### config.mk
export PLATFORM = sky130hd
export DESIGN_NAME = calendar_date_adder_top_flat
export DESIGN_NICKNAME = d
export VERILOG_FILES = /design/src/design/cda_pkg.sv /design/src/design/cda_in_if.sv /design/src/design/cda_out_if.sv /design/src/design/calendar_date_adder_top.sv /design/src/design/cda_useq.sv /design/src/design/cda_dpath.sv /design/src/flat_wrapper.sv
export SDC_FILE = /design/constraint.sdc
export NUM_CORES = 1
export LEC_CHECK = 0
export BUFFER_PORTS_ARGS = -buffer_cell sky130_fd_sc_hd__buf_2
export CORE_MARGIN = 3
export CORE_UTILIZATION = 40
export CTS_CLUSTER_SIZE = 14
export DETAILED_ROUTE_END_ITERATION = 8
export GPL_TIMING_DRIVEN = 0
export PLACE_DENSITY = 0.59
export SYNTH_ARGS = -nofsm -noshare
export SYNTH_HDL_FRONTEND = slang
export SYNTH_HIERARCHICAL = 1
export SYNTH_SLANG_ARGS = --single-unit
### constraint.sdc
create_clock -name clk -period 12.5 [get_ports clk]
set_input_delay 0.625 -clock clk [delete_from_list [all_inputs] [get_ports clk]]
set_output_delay 0.625 -clock clk [all_outputs]
set_load 0.02 [all_outputs]
### src/design/cda_pkg.sv
// Shared types, constants and the control store of the calendar date adder.
// No dependencies; every other file uses it through scoped names.
package cda_pkg;

    // Field widths fixed by the interface
    localparam int CMD_W   = 2;
    localparam int AMT_W   = 16;
    localparam int SYEAR_W = 16;
    localparam int SMON_W  = 8;
    localparam int SDAY_W  = 16;
    localparam int MON_W   = 4;
    localparam int DAY_W   = 5;

    // Working day/month count and month-division quotient widths
    localparam int CNT_W = 17;
    localparam int MQ_W  = 13;

    // Command codes
    localparam logic [CMD_W-1:0] CMD_SET    = 2'd0;
    localparam logic [CMD_W-1:0] CMD_YEARS  = 2'd1;
    localparam logic [CMD_W-1:0] CMD_MONTHS = 2'd2;
    localparam logic [CMD_W-1:0] CMD_DAYS   = 2'd3;

    // Calendar constants
    localparam int MONTHS_PER_YEAR = 12;
    localparam int LEAP_STEP       = 4;
    localparam int CENTURY         = 100;

    // floor(x / 12) as (x * MDIV_RECIP) >> MDIV_SHIFT, exact for x below 2^17
    localparam logic [CNT_W-1:0] MDIV_RECIP = 17'd87382;
    localparam int               MDIV_SHIFT = 20;

    // Datapath operations
    localparam int OP_W = 4;
    localparam logic [OP_W-1:0] OP_NOP      = 4'd0;
    localparam logic [OP_W-1:0] OP_LATCH    = 4'd1;
    localparam logic [OP_W-1:0] OP_SETLOAD  = 4'd2;
    localparam logic [OP_W-1:0] OP_MDIV     = 4'd3;
    localparam logic [OP_W-1:0] OP_MAPPLY   = 4'd4;
    localparam logic [OP_W-1:0] OP_DLD_SET  = 4'd5;
    localparam logic [OP_W-1:0] OP_MLOAD    = 4'd6;
    localparam logic [OP_W-1:0] OP_DLD_ADD  = 4'd7;
    localparam logic [OP_W-1:0] OP_LEAP0    = 4'd8;
    localparam logic [OP_W-1:0] OP_LEAP1    = 4'd9;
    localparam logic [OP_W-1:0] OP_DSTEP    = 4'd10;
    localparam logic [OP_W-1:0] OP_PUSH     = 4'd11;
    localparam logic [OP_W-1:0] OP_YADD     = 4'd12;

    // Sequencer branch conditions
    localparam int COND_W = 3;
    localparam logic [COND_W-1:0] C_NEXT     = 3'd0;
    localparam logic [COND_W-1:0] C_JUMP     = 3'd1;
    localparam logic [COND_W-1:0] C_WAIT     = 3'd2;
    localparam logic [COND_W-1:0] C_DISPATCH = 3'd3;
    localparam logic [COND_W-1:0] C_IFNSET   = 3'd4;
    localparam logic [COND_W-1:0] C_DAY      = 3'd5;
    localparam logic [COND_W-1:0] C_PUSH     = 3'd6;

    // Control store addresses
    localparam int PC_W = 4;
    localparam logic [PC_W-1:0] A_WAIT    = 4'd0;
    localparam logic [PC_W-1:0] A_DISP    = 4'd1;
    localparam logic [PC_W-1:0] A_SET0    = 4'd2;
    localparam logic [PC_W-1:0] A_MDIV    = 4'd3;
    localparam logic [PC_W-1:0] A_MAPPLY  = 4'd4;
    localparam logic [PC_W-1:0] A_SETDAY  = 4'd5;
    localparam logic [PC_W-1:0] A_MADD    = 4'd6;
    localparam logic [PC_W-1:0] A_DADD    = 4'd7;
    localparam logic [PC_W-1:0] A_LEAP0   = 4'd8;
    localparam logic [PC_W-1:0] A_LEAP1   = 4'd9;
    localparam logic [PC_W-1:0] A_DLOOP   = 4'd10;
    localparam logic [PC_W-1:0] A_DONE    = 4'd11;
    localparam logic [PC_W-1:0] A_YADD    = 4'd12;

    typedef struct packed {
        logic [OP_W-1:0]   op;
        logic [COND_W-1:0] cond;
        logic [PC_W-1:0]   tgt;
    } uword_t;

    // Datapath control, sequencer to datapath
    typedef struct packed {
        logic [OP_W-1:0] op;
    } ctrl_t;

    // Datapath status, datapath to sequencer
    typedef struct packed {
        logic             in_valid;
        logic             out_free;
        logic [CMD_W-1:0] cmd;
        logic             day_fits;
        logic             month_wrap;
    } stat_t;

    // Microprogram
    function automatic uword_t ucode_rom(input logic [PC_W-1:0] pc);
        uword_t w;
        unique case (pc)
            A_WAIT:   w = '{OP_LATCH,   C_WAIT,     A_WAIT};
            A_DISP:   w = '{OP_NOP,     C_DISPATCH, A_WAIT};
            A_SET0:   w = '{OP_SETLOAD, C_NEXT,     A_WAIT};
            A_MDIV:   w = '{OP_MDIV,    C_NEXT,     A_WAIT};
            A_MAPPLY: w = '{OP_MAPPLY,  C_IFNSET,   A_DONE};
            A_SETDAY: w = '{OP_DLD_SET, C_JUMP,     A_LEAP0};
            A_MADD:   w = '{OP_MLOAD,   C_JUMP,     A_MDIV};
            A_DADD:   w = '{OP_DLD_ADD, C_NEXT,     A_WAIT};
            A_LEAP0:  w = '{OP_LEAP0,   C_NEXT,     A_WAIT};
            A_LEAP1:  w = '{OP_LEAP1,   C_NEXT,     A_WAIT};
            A_DLOOP:  w = '{OP_DSTEP,   C_DAY,      A_LEAP0};
            A_DONE:   w = '{OP_PUSH,    C_PUSH,     A_WAIT};
            A_YADD:   w = '{OP_YADD,    C_JUMP,     A_DONE};
            default:  w = '{OP_NOP,     C_JUMP,     A_WAIT};
        endcase
        return w;
    endfunction

    // Entry point of each command's routine
    function automatic logic [PC_W-1:0] dispatch(input logic [CMD_W-1:0] cmd);
        logic [PC_W-1:0] a;
        unique case (cmd)
            CMD_SET:    a = A_SET0;
            CMD_YEARS:  a = A_YADD;
            CMD_MONTHS: a = A_MADD;
            default:    a = A_DADD;
        endcase
        return a;
    endfunction

    // Month length, month 1..12
    function automatic logic [DAY_W-1:0] days_in(input logic [MON_W-1:0] m,
                                                 input logic leap);
        logic [DAY_W-1:0] len;
        case (m) inside
            4'd2:                   len = leap ? 5'd29 : 5'd28;
            4'd4, 4'd6, 4'd9, 4'd11: len = 5'd30;
            default:                len = 5'd31;
        endcase
        return len;
    endfunction

endpackage

### src/design/cda_in_if.sv
// Command channel: valid/ready handshake with the command and its operands.
// Depends on cda_pkg for field widths.
interface cda_in_if;
    logic                          valid;
    logic                          ready;
    logic [cda_pkg::CMD_W-1:0]     cmd;
    logic [cda_pkg::AMT_W-1:0]     amount;
    logic [cda_pkg::SYEAR_W-1:0]   set_year;
    logic [cda_pkg::SMON_W-1:0]    set_month;
    logic [cda_pkg::SDAY_W-1:0]    set_day;

    modport source (output valid, cmd, amount, set_year, set_month, set_day,
                    input ready);
    modport sink   (input valid, cmd, amount, set_year, set_month, set_day,
                    output ready);
endinterface

### src/design/cda_out_if.sv
// Result channel: valid/ready handshake carrying the current date.
// Depends on cda_pkg for field widths.
interface cda_out_if #(parameter int YEAR_WIDTH = 16);
    logic                        valid;
    logic                        ready;
    logic [YEAR_WIDTH-1:0]       year;
    logic [cda_pkg::MON_W-1:0]   month;
    logic [cda_pkg::DAY_W-1:0]   day;

    modport source (output valid, year, month, day, input ready);
    modport sink   (input valid, year, month, day, output ready);
endinterface

### src/design/calendar_date_adder_top.sv
// Calendar date adder, top level. Depends on cda_pkg, cda_in_if, cda_out_if,
// cda_useq and cda_dpath.
// One command at a time; the next transfer can be taken the cycle after the result is
// loaded into the output register. Reset (async, active low) gives 1/1/1.
module calendar_date_adder_top #(
    parameter int YEAR_WIDTH = 16
) (
    input  logic       clk,
    input  logic       rst_n,
    cda_in_if.sink     item,
    cda_out_if.source  result
);

    // The sequencer steps through a 13-word microprogram; each word names one
    // datapath operation and a branch. The day walk is a single word that loops
    // on itself, subtracting one month length per cycle, and jumps back into the
    // two-step leap evaluation whenever December rolls over into a new year.
    cda_pkg::ctrl_t ctrl;
    cda_pkg::stat_t stat;

    cda_useq u_useq (
        .clk   (clk),
        .rst_n (rst_n),
        .stat  (stat),
        .ctrl  (ctrl)
    );

    // Datapath holds the current date, the operand latch and the output register,
    // so a finished result can wait for its transfer while the next command loads.
    cda_dpath #(
        .YEAR_WIDTH (YEAR_WIDTH)
    ) u_dpath (
        .clk    (clk),
        .rst_n  (rst_n),
        .ctrl   (ctrl),
        .stat   (stat),
        .item   (item),
        .result (result)
    );

endmodule

### src/design/cda_useq.sv
// Microcode sequencer: step counter, control store lookup and branch logic.
// Depends on cda_pkg for the microprogram, control and status types.
module cda_useq (
    input  logic            clk,
    input  logic            rst_n,
    input  cda_pkg::stat_t  stat,
    output cda_pkg::ctrl_t  ctrl
);

    logic [cda_pkg::PC_W-1:0] pc_reg;
    logic [cda_pkg::PC_W-1:0] pc_next;
    logic [cda_pkg::PC_W-1:0] pc_inc;
    cda_pkg::uword_t          uw;

    assign uw      = cda_pkg::ucode_rom(pc_reg);
    assign ctrl.op = uw.op;
    assign pc_inc  = pc_reg + cda_pkg::PC_W'(1);

    always_comb
    begin
        unique case (uw.cond)
            cda_pkg::C_NEXT:     pc_next = pc_inc;
            cda_pkg::C_JUMP:     pc_next = uw.tgt;
            cda_pkg::C_WAIT:     pc_next = stat.in_valid ? pc_inc : pc_reg;
            cda_pkg::C_DISPATCH: pc_next = cda_pkg::dispatch(stat.cmd);
            cda_pkg::C_IFNSET:   pc_next = (stat.cmd != cda_pkg::CMD_SET) ? uw.tgt : pc_inc;
            cda_pkg::C_DAY:
            begin
                // fall through when the day fits, recheck leap after a year wrap
                if (stat.day_fits)
                    pc_next = pc_inc;
                else if (stat.month_wrap)
                    pc_next = uw.tgt;
                else
                    pc_next = pc_reg;
            end
            cda_pkg::C_PUSH:     pc_next = stat.out_free ? uw.tgt : pc_reg;
            default:             pc_next = cda_pkg::A_WAIT;
        endcase
    end

    always_ff @(posedge clk or negedge rst_n)
    begin
        if (!rst_n)
            pc_reg <= cda_pkg::A_WAIT;
        else
            pc_reg <= pc_next;
    end

endmodule

### src/design/cda_dpath.sv
// Datapath: date registers, operand latch, divide-by-12 and leap units,
// month walk and the result register. Depends on cda_pkg and both interfaces.
module cda_dpath #(
    parameter int YEAR_WIDTH = 16
) (
    input  logic            clk,
    input  logic            rst_n,
    input  cda_pkg::ctrl_t  ctrl,
    output cda_pkg::stat_t  stat,
    cda_in_if.sink          item,
    cda_out_if.source       result
);

    localparam int YW   = YEAR_WIDTH;
    localparam int SW   = ((YW > cda_pkg::AMT_W) ? YW : cda_pkg::AMT_W) + 1;
    localparam int HQ_W = YW - 6;
    localparam int HS   = YW + 7;
    localparam int KW   = YW + 1;
    localparam int PW   = 2 * YW + 1;
    localparam longint unsigned HK_L =
        ((64'd1 << HS) + 64'd99) / 64'(cda_pkg::CENTURY);
    localparam logic [KW-1:0] HK   = KW'(HK_L);
    localparam logic [YW-1:0] YMAX = '1;

    localparam int MPW = 2 * cda_pkg::CNT_W;

    logic [cda_pkg::CMD_W-1:0]   cmd_reg;
    logic [cda_pkg::AMT_W-1:0]   amt_reg;
    logic [cda_pkg::SYEAR_W-1:0] syear_reg;
    logic [cda_pkg::SMON_W-1:0]  smon_reg;
    logic [cda_pkg::SDAY_W-1:0]  sday_reg;

    logic [YW-1:0]               yr_reg,  yr_next;
    logic [cda_pkg::MON_W-1:0]   mon_reg, mon_next;
    logic [cda_pkg::DAY_W-1:0]   day_reg, day_next;
    logic [cda_pkg::CNT_W-1:0]   cnt_reg, cnt_next;
    logic [cda_pkg::MQ_W-1:0]    mq_reg;
    logic [HQ_W-1:0]             hq_reg;
    logic                        leap_reg;

    logic                        ovalid_reg;
    logic [YW-1:0]               oyear_reg;
    logic [cda_pkg::MON_W-1:0]   omon_reg;
    logic [cda_pkg::DAY_W-1:0]   oday_reg;

    logic                        latch;
    logic                        push;
    logic                        out_free;
    logic [MPW-1:0]              mprod;
    logic [cda_pkg::CNT_W-1:0]   mrem;
    logic [PW-1:0]               hprod;
    logic [YW-1:0]               r100;
    logic [cda_pkg::DAY_W-1:0]   len;
    logic                        fits;
    logic                        wrap;

    function automatic logic [YW-1:0] sat_add(input logic [YW-1:0] a,
                                              input logic [cda_pkg::AMT_W-1:0] b);
        logic [SW-1:0] s;
        s = SW'(a) + SW'(b);
        return (s > SW'(YMAX)) ? YMAX : YW'(s);
    endfunction

    assign out_free   = !ovalid_reg || result.ready;
    assign latch      = (ctrl.op == cda_pkg::OP_LATCH) && item.valid;
    assign push       = (ctrl.op == cda_pkg::OP_PUSH) && out_free;
    assign item.ready = (ctrl.op == cda_pkg::OP_LATCH);

    assign result.valid = ovalid_reg;
    assign result.year  = oyear_reg;
    assign result.month = omon_reg;
    assign result.day   = oday_reg;

    // divide the month count by 12, take the remainder from the registered quotient
    assign mprod = MPW'(cnt_reg) * MPW'(cda_pkg::MDIV_RECIP);
    assign mrem  = cnt_reg - cda_pkg::CNT_W'(mq_reg) * cda_pkg::CNT_W'(cda_pkg::MONTHS_PER_YEAR);

    // year / 100 by reciprocal, remainder from the registered quotient
    assign hprod = PW'(yr_reg) * PW'(HK);
    assign r100  = yr_reg - YW'(hq_reg) * YW'(cda_pkg::CENTURY);

    assign len  = cda_pkg::days_in(mon_reg, leap_reg);
    assign fits = (cnt_reg <= cda_pkg::CNT_W'(len));
    assign wrap = (mon_reg >= cda_pkg::MON_W'(cda_pkg::MONTHS_PER_YEAR));

    assign stat.in_valid   = item.valid;
    assign stat.out_free   = out_free;
    assign stat.cmd        = cmd_reg;
    assign stat.day_fits   = fits;
    assign stat.month_wrap = wrap;

    always_comb
    begin
        yr_next  = yr_reg;
        mon_next = mon_reg;
        day_next = day_reg;
        cnt_next = cnt_reg;
        case (ctrl.op)
            cda_pkg::OP_SETLOAD:
            begin
                yr_next  = sat_add('0, syear_reg);
                cnt_next = (smon_reg == '0) ? '0
                         : cda_pkg::CNT_W'(smon_reg) - cda_pkg::CNT_W'(1);
            end
            cda_pkg::OP_MAPPLY:
            begin
                yr_next  = sat_add(yr_reg, cda_pkg::AMT_W'(mq_reg));
                mon_next = mrem[cda_pkg::MON_W-1:0] + cda_pkg::MON_W'(1);
            end
            cda_pkg::OP_DLD_SET:
                cnt_next = (sday_reg == '0) ? cda_pkg::CNT_W'(1) : cda_pkg::CNT_W'(sday_reg);
            cda_pkg::OP_MLOAD:
                cnt_next = cda_pkg::CNT_W'(mon_reg) + cda_pkg::CNT_W'(amt_reg)
                         - cda_pkg::CNT_W'(1);
            cda_pkg::OP_DLD_ADD:
                cnt_next = cda_pkg::CNT_W'(day_reg) + cda_pkg::CNT_W'(amt_reg);
            cda_pkg::OP_YADD:
                yr_next = sat_add(yr_reg, amt_reg);
            cda_pkg::OP_DSTEP:
            begin
                if (fits)
                begin
                    day_next = cnt_reg[cda_pkg::DAY_W-1:0];
                end
                else
                begin
                    // advance one month, carry into the year at December
                    cnt_next = cnt_reg - cda_pkg::CNT_W'(len);
                    if (wrap)
                    begin
                        mon_next = cda_pkg::MON_W'(1);
                        yr_next  = sat_add(yr_reg, cda_pkg::AMT_W'(1));
                    end
                    else
                    begin
                        mon_next = mon_reg + cda_pkg::MON_W'(1);
                    end
                end
            end
            default:
            begin
            end
        endcase
    end

    always_ff @(posedge clk or negedge rst_n)
    begin
        if (!rst_n)
        begin
            yr_reg     <= YW'(1);
            mon_reg    <= cda_pkg::MON_W'(1);
            day_reg    <= cda_pkg::DAY_W'(1);
            ovalid_reg <= 1'b0;
        end
        else
        begin
            yr_reg  <= yr_next;
            mon_reg <= mon_next;
            day_reg <= day_next;
            if (push)
                ovalid_reg <= 1'b1;
            else if (result.ready)
                ovalid_reg <= 1'b0;
        end
    end

    always_ff @(posedge clk)
    begin
        cnt_reg <= cnt_next;
        if (latch)
        begin
            cmd_reg   <= item.cmd;
            amt_reg   <= item.amount;
            syear_reg <= item.set_year;
            smon_reg  <= item.set_month;
            sday_reg  <= item.set_day;
        end
        if (ctrl.op == cda_pkg::OP_MDIV)
            mq_reg <= cda_pkg::MQ_W'(mprod >> cda_pkg::MDIV_SHIFT);
        if (ctrl.op == cda_pkg::OP_LEAP0)
            hq_reg <= HQ_W'(hprod >> HS);
        if (ctrl.op == cda_pkg::OP_LEAP1)
            leap_reg <= (yr_reg[1:0] == 2'd0) && ((r100 != '0) || (hq_reg[1:0] == 2'd0));
        if (push)
        begin
            oyear_reg <= yr_reg;
            omon_reg  <= mon_reg;
            oday_reg  <= day_reg;
        end
    end

endmodule

### src/flat_wrapper.sv
// flat-port wrapper written by rule: the top's interface ports become plain ports
module calendar_date_adder_top_flat 
#(
    parameter int YEAR_WIDTH = 16
)
  (clk, rst_n, item_valid, item_cmd, item_amount, item_set_year, item_set_month, item_set_day, item_ready, result_valid, result_year, result_month, result_day, result_ready);
  cda_in_if item_i ();
  cda_out_if #(.YEAR_WIDTH(YEAR_WIDTH)) result_i ();
  input  logic clk;
  input  logic rst_n;
  input wire logic [$bits(item_i.valid)-1:0] item_valid;
  input wire logic [$bits(item_i.cmd)-1:0] item_cmd;
  input wire logic [$bits(item_i.amount)-1:0] item_amount;
  input wire logic [$bits(item_i.set_year)-1:0] item_set_year;
  input wire logic [$bits(item_i.set_month)-1:0] item_set_month;
  input wire logic [$bits(item_i.set_day)-1:0] item_set_day;
  output wire logic [$bits(item_i.ready)-1:0] item_ready;
  output wire logic [$bits(result_i.valid)-1:0] result_valid;
  output wire logic [$bits(result_i.year)-1:0] result_year;
  output wire logic [$bits(result_i.month)-1:0] result_month;
  output wire logic [$bits(result_i.day)-1:0] result_day;
  input wire logic [$bits(result_i.ready)-1:0] result_ready;
  assign item_i.valid = item_valid;
  assign item_i.cmd = item_cmd;
  assign item_i.amount = item_amount;
  assign item_i.set_year = item_set_year;
  assign item_i.set_month = item_set_month;
  assign item_i.set_day = item_set_day;
  assign item_ready = item_i.ready;
  assign result_valid = result_i.valid;
  assign result_year = result_i.year;
  assign result_month = result_i.month;
  assign result_day = result_i.day;
  assign result_i.ready = result_ready;
  calendar_date_adder_top #(.YEAR_WIDTH(YEAR_WIDTH)) u_core (.clk(clk), .rst_n(rst_n), .item(item_i), .result(result_i));
endmodule
Word-level counts from Yosys, hierarchy flattened:

Memory sizes are Yosys's and may differ from the RTL's.
Cells that the tools add are included.

* register bits: 154
* ROM bits: 160
* bits of input ports: 62
* output and inout port bits: 27
* logic and storage cells: 121
* memories kept: 1

Memories
* (no name shown): depth 16, width 10, rd ports 1, clocked after Yosys merged registers in 0, write ports 0, line cda_pkg.sv:98 `unique case (pc)`

* $add $sub $neg: 13
* multiply operators: 4
* order comparisons: 6
* equality and inequality tests: 30
* mux-type cells: 26
* reductions and logical operators: 24

Operators by type and width (number)
* 2-to-1 mux 16 bit: 7
* one-hot mux 17 bit (5 select lines): 1
* one-hot mux 16 bit (4 select lines): 1
* greater-than comparator 17 x 16 -> 1 bit, second input constant: 3
* 2-to-1 mux 17 bit: 2
* multiplier 16 x 17 -> 33 bit, second input constant: 1
* multiplier 17 x 16 -> 32 bit, second input constant: 1
* equality test 4 bit, second input constant: 7
* 2-to-1 mux 4 bit: 7
* one-hot mux 4 bit (7 select lines): 1
* equality test 4 x 3 -> 1 bit, second input constant: 6
* adder 16 x 1 -> 17 bit, second input constant: 1
* adder 16 x 13 -> 17 bit: 1
* adder 16 x 16 -> 17 bit: 1
* adder 4 x 16 -> 17 bit: 1
* adder 5 x 16 -> 17 bit: 1
* <= comparator 17 x 5 -> 1 bit: 1
* subtractor 17 x 1 -> 17 bit, second input constant: 1
* subtractor 17 x 5 -> 17 bit: 1
* greater-than comparator 16 bit, second input constant: 1
* logical NOT 16 bit: 1
* nonzero test 16 bit: 1
* subtractor 16 bit: 1
* multiplier 10 x 5 -> 14 bit, second input constant: 1
* other kinds (30): 53

Longest topological paths before layout:

* depth after elaboration: 7
* mapped depth: 21
* mapped depth without buffers: 21

Cells and area by module:

The synthesis kept the hierarchy.

By module, submodules not included
* cda_dpath: times used 1, cells an instance 1959, area each 19926.6 um^2, seq. area each 4377.9 um^2
* cda_useq: times used 1, cells an instance 113, area each 809.5 um^2, seq. area each 100.1 um^2

Worst setup path after synthesis:

OpenSTA, ideal clock, no wires.

* path kind: flip-flop to flip-flop
* from: register u_core/u_dpath/cnt_reg[3] (netlist name)
* to: register u_core/u_dpath/mq_reg[12] (netlist name), data pin
* setup time: 271 ps
* arrival: 5546 ps
* data required time: 12229 ps
* setup slack: 6683 ps
* stages on the path, launching flop included: 20
* buffers on the path: 0
* clock period less this slack: 5817 ps
* cell sequence: edfxtp_1 -> ha_1 -> inv_1 -> fa_1 -> inv_1 -> fa_1 -> inv_1 -> fa_1 -> fa_1 -> fa_1 -> inv_1 -> ha_1 -> a21o_1 -> a21o_1 -> a211o_1 -> and3_1 -> o31a_1 -> o31a_1 -> nor4_1 -> a311oi_1

* word-level cells in the longest chain between the ends: 1

RTL lines
* start: declaration: line cda_dpath.sv:36 `logic [cda_pkg::CNT_W-1:0] cnt_reg, cnt_next;`
* start signal: assignment: line cda_dpath.sv:169 `cnt_reg <= cnt_next;`
* multiplier 17 x 16 -> 32 bit: line cda_dpath.sv:75 `assign mprod = MPW'(cnt_reg) * MPW'(cda_pkg::MDIV_RECIP);`
* named net u_core.u_dpath.mprod[32]: line cda_dpath.sv:49 `logic [MPW-1:0] mprod;`
* end signal: assignment: line cda_dpath.sv:179 `mq_reg <= cda_pkg::MQ_W'(mprod >> cda_pkg::MDIV_SHIFT);`
* end: declaration: line cda_dpath.sv:37 `logic [cda_pkg::MQ_W-1:0] mq_reg;`

The timed path passes the listed nets, and every way through them passes these cells.
A chain may end at the register's enable or synchronous reset.

Worst setup path after layout:

* from: register u_core.u_dpath.yr_reg[6]
* to: register u_core.u_dpath.hq_reg[9], data pin

* word-level cells in the longest chain between the ends: 1

RTL lines
* start: declaration: line cda_dpath.sv:33 `logic [YW-1:0] yr_reg, yr_next;`
* start signal: assignment: line cda_dpath.sv:157 `yr_reg <= yr_next;`
* multiplier 16 x 17 -> 33 bit: line cda_dpath.sv:79 `assign hprod = PW'(yr_reg) * PW'(HK);`
* named net u_core.u_dpath.hprod[32]: line cda_dpath.sv:51 `logic [PW-1:0] hprod;`
* end signal: assignment: line cda_dpath.sv:181 `hq_reg <= HQ_W'(hprod >> HS);`
* end: declaration: line cda_dpath.sv:38 `logic [HQ_W-1:0] hq_reg;`

The timed path passes the listed nets, and every way through them passes these cells.

==> run metrics <==
first-pass GRT wire length=slightly below 90000 µm; ys flop type=edfxtp_1; Crit path depth=18; max-cap check violation count=0; Slew HR=between 30% and 40%; CP Buf/Inv Count=4; # hold bufs at CTS=0; max incr delay on CP=approximately 960 ps; Mean Syn Cell Area=10.0 µm²; final worst-path cycle share=about 57%; number of global-route vias before repair=15.9k; Clk Latency, worst-skew pair=between 400 and 500 ps; Final min period=about 7100 ps; Largest register FFs=17; all-layer global routing usage=between 20% and 30%; sequential area share after synthesis=a little over a fifth; Starting Density=between 40% and 50%; slowest CP cell=dfrtp_1; setup ws final=about 5400 ps; Max Transition Viols Final=0; PortBufs=88; number of remaining DRC errors=0; FF-to-FF setup slack=between 5000 and 6000 ps; die height=between 200 and 250 µm; WL met2=~26000 µm; ant diodes=0; outcome=finished clean; maximum buffer depth of the clock tree=2; largest net degree at the start of global routing=59; Synth cell types=88; asr flop ratio synth=between 10% and 20%; Worst Setup End Kind=register; Final Hold Vio Count=0; data arrival time of the worst path=approximately 7300 ps; worst-path maximum fanout=12; row cnt=roughly 80; Hold Crit Class=in2async; Top Metal Used=met4; area grow syn2layout=9.30%; Worst Setup SP=u_core/u_dpath/yr_reg[6]; startpoint types=register; H-tree Lvls=4; Mapped Area=approximately 21000 µm²; GRT Residual Overflow=0; DP Worst Slack=~5500 ps; die width=~230 µm; core footprint=slightly above 50000 µm²; Iteration-0 DRC Markers=between 1k and 1.5k; Synth area leaders=ha_1, fa_1, edfxtp_1; met3 wire len=2480 µm; Via density=approximately 5.4; fmax=141 MHz; setup TNS=0 ps; die footprint=approximately 55000 µm²; area leader, netlist=ha_1; Final Skew=between 15 and 20 ps; # fillers=just under 5k; launch point of the worst reg-to-reg path=u_core/u_dpath/yr_reg[6]; clk root buf=clkbuf_16; Clock Pin Slew Worst Setup and Hold Paths=80 ps; number of synthesized flops with an enable pin=124; DRT met1 WL=about 25000 µm; post-DP HPWL=45300 µm; WL/cell=roughly 19 µm; critical path type=reg2reg; FF-to-FF End=u_core/u_dpath/hq_reg[9]; Detailed Routing Iterations Pass 1=5; delay-heaviest family, CP=adder cells; Tightest Pin Transition=986 ps; CTS tree=done; post_cts resized=0; gpl congestion=0.932; RSZ-0062 raised after global routing=false; Total Nets Final=between 2k and 3k; Post-synth top cells=ha_1, inv_1, fa_1, edfxtp_1; Post-CTS Setup Bufs=0; Sink Count=154; vias=between 15k and 20k; worst reg-to-reg path cell count=18; WL final=between 50000 and 60000 µm; post-synth top area share=about a quarter; layout cells sized above 1=7.93%; Final setup viols=0; I/O Pins=89; Cells after Synth=about 2.1k; Critical Path End=u_core/u_dpath/hq_reg[9]; Syn Nets=2720; Critical Path RT=about 13000 ps; antenna-violating nets left=0; CTS Buf Count=17; Most common cell on crit path=fa_1; flops & latches, synth=~150; yosys warns=6; initial antenna violation count=0; crit-path cells=fa_1 > inv_1 > fa_1 > inv_1 > fa_1 > fa_1 > fa_1 > inv_1 > fa_1 > inv_1 > ha_1 > a21o_1 > a211oi_1 > o21ai_1 > a31oi_1 > o21ai_1 > o41ai_1 > xnor2_1
worst min path at each step:
stage	to	slack [ps]	depth (start not counted)
6_report	u_core/u_useq/pc_reg[2]	230	1
5_1_grt	u_core/u_useq/pc_reg[2]	270	1
4_1_cts	u_core/u_useq/pc_reg[0]	230	1
3_5_place_dp	u_core/u_dpath/result.day[4]	480	0
3_3_place_gp	u_core/u_dpath/result.day[3]	470	0
2_1_floorplan	u_core/u_dpath/day_reg[1]	330	0
cells in the final DEF (no fill, tap or decap), types with 8 or more instances in the layout:
cell type and count:
nand4_1 19, nand2b_1 11, clkbuf_1 15, nand3_1 28, nor2b_1 19, o211ai_1 10
a21o_1 40, and2_1 9, dfrtp_1 27, a32oi_1 10, edfxtp_1 124, o221ai_1 8
a211oi_1 14, inv_1 391, a31oi_1 19, a221oi_1 12, buf_2 93, xor2_1 40
ha_1 391, clkbuf_16 17, a21oi_1 85, and3_1 14, nor4_1 22, o21ai_0 79
nor2_1 80, o21bai_1 9, nand2_1 85, o21a_1 22, fa_1 195, nor3_1 33
o21ai_1 26, xnor2_1 83
layout make-up:
type,instances,area (µm²),share of cell area (%)
inverter,393,1480,6.51
timing repair buffer,91,474,2.09
buffer,28,138,0.607
sequential,154,4480,19.8
multi-input combinational,1497,14700,64.7
clock inverter,15,170,0.751
tap,672,841,3.71
clock buffer,17,425,1.88
worst register-to-register path, cell delays in order, from the launching register on:
cell and delay, ps:
dfrtp_1 960, fa_1 640, inv_1 140, fa_1 430, inv_1 110, fa_1 440
fa_1 490, fa_1 550, inv_1 50, fa_1 550, inv_1 60, ha_1 320
a21o_1 160, a211oi_1 480, o21ai_1 230, a31oi_1 520, o21ai_1 190, o41ai_1 380
xnor2_1 130
per-stage QoR:
stage / utilization, % / hold slack [ps] / area (µm²) / std cells
after floorplan: - / 329 / 20700 / 2072
final: 44.7 / 227 / 22700 / 2867
after global routing: 44.7 / 270 / 22700 / 2867
after global placement: 43.4 / 472 / 22000 / 2832
after CTS: 44.7 / 233 / 22700 / 2867
after detailed placement: 43.5 / 482 / 22100 / 2835
routing by layer:
layer | up-vias | track usage [%]
met3 | 73 | 2.89
met5 | - | 0
met4 | 0 | 5.62
met1 | 7689 | 28.5
li1 | 7444 | -
met2 | 363 | 34.5
logic make-up (layout without fill, tap and decap cells):
family,after synthesis,count (layout),share of synthesized area [%]
adder cells (fa/ha/maj),586,586,42.4
buffers and inverters,421,544,7.78
XOR/XNOR,123,123,5.20
AND/OR/NAND/NOR,366,366,9.11
flip-flops,154,154,21.6
multiplexers,10,10,0.537
AO/OA/AOI/OAI,412,412,13.4
Power is left out: the tool's default activity adds up to more than one toggle a clock period on the data nets, which glitch-free logic cannot reach.
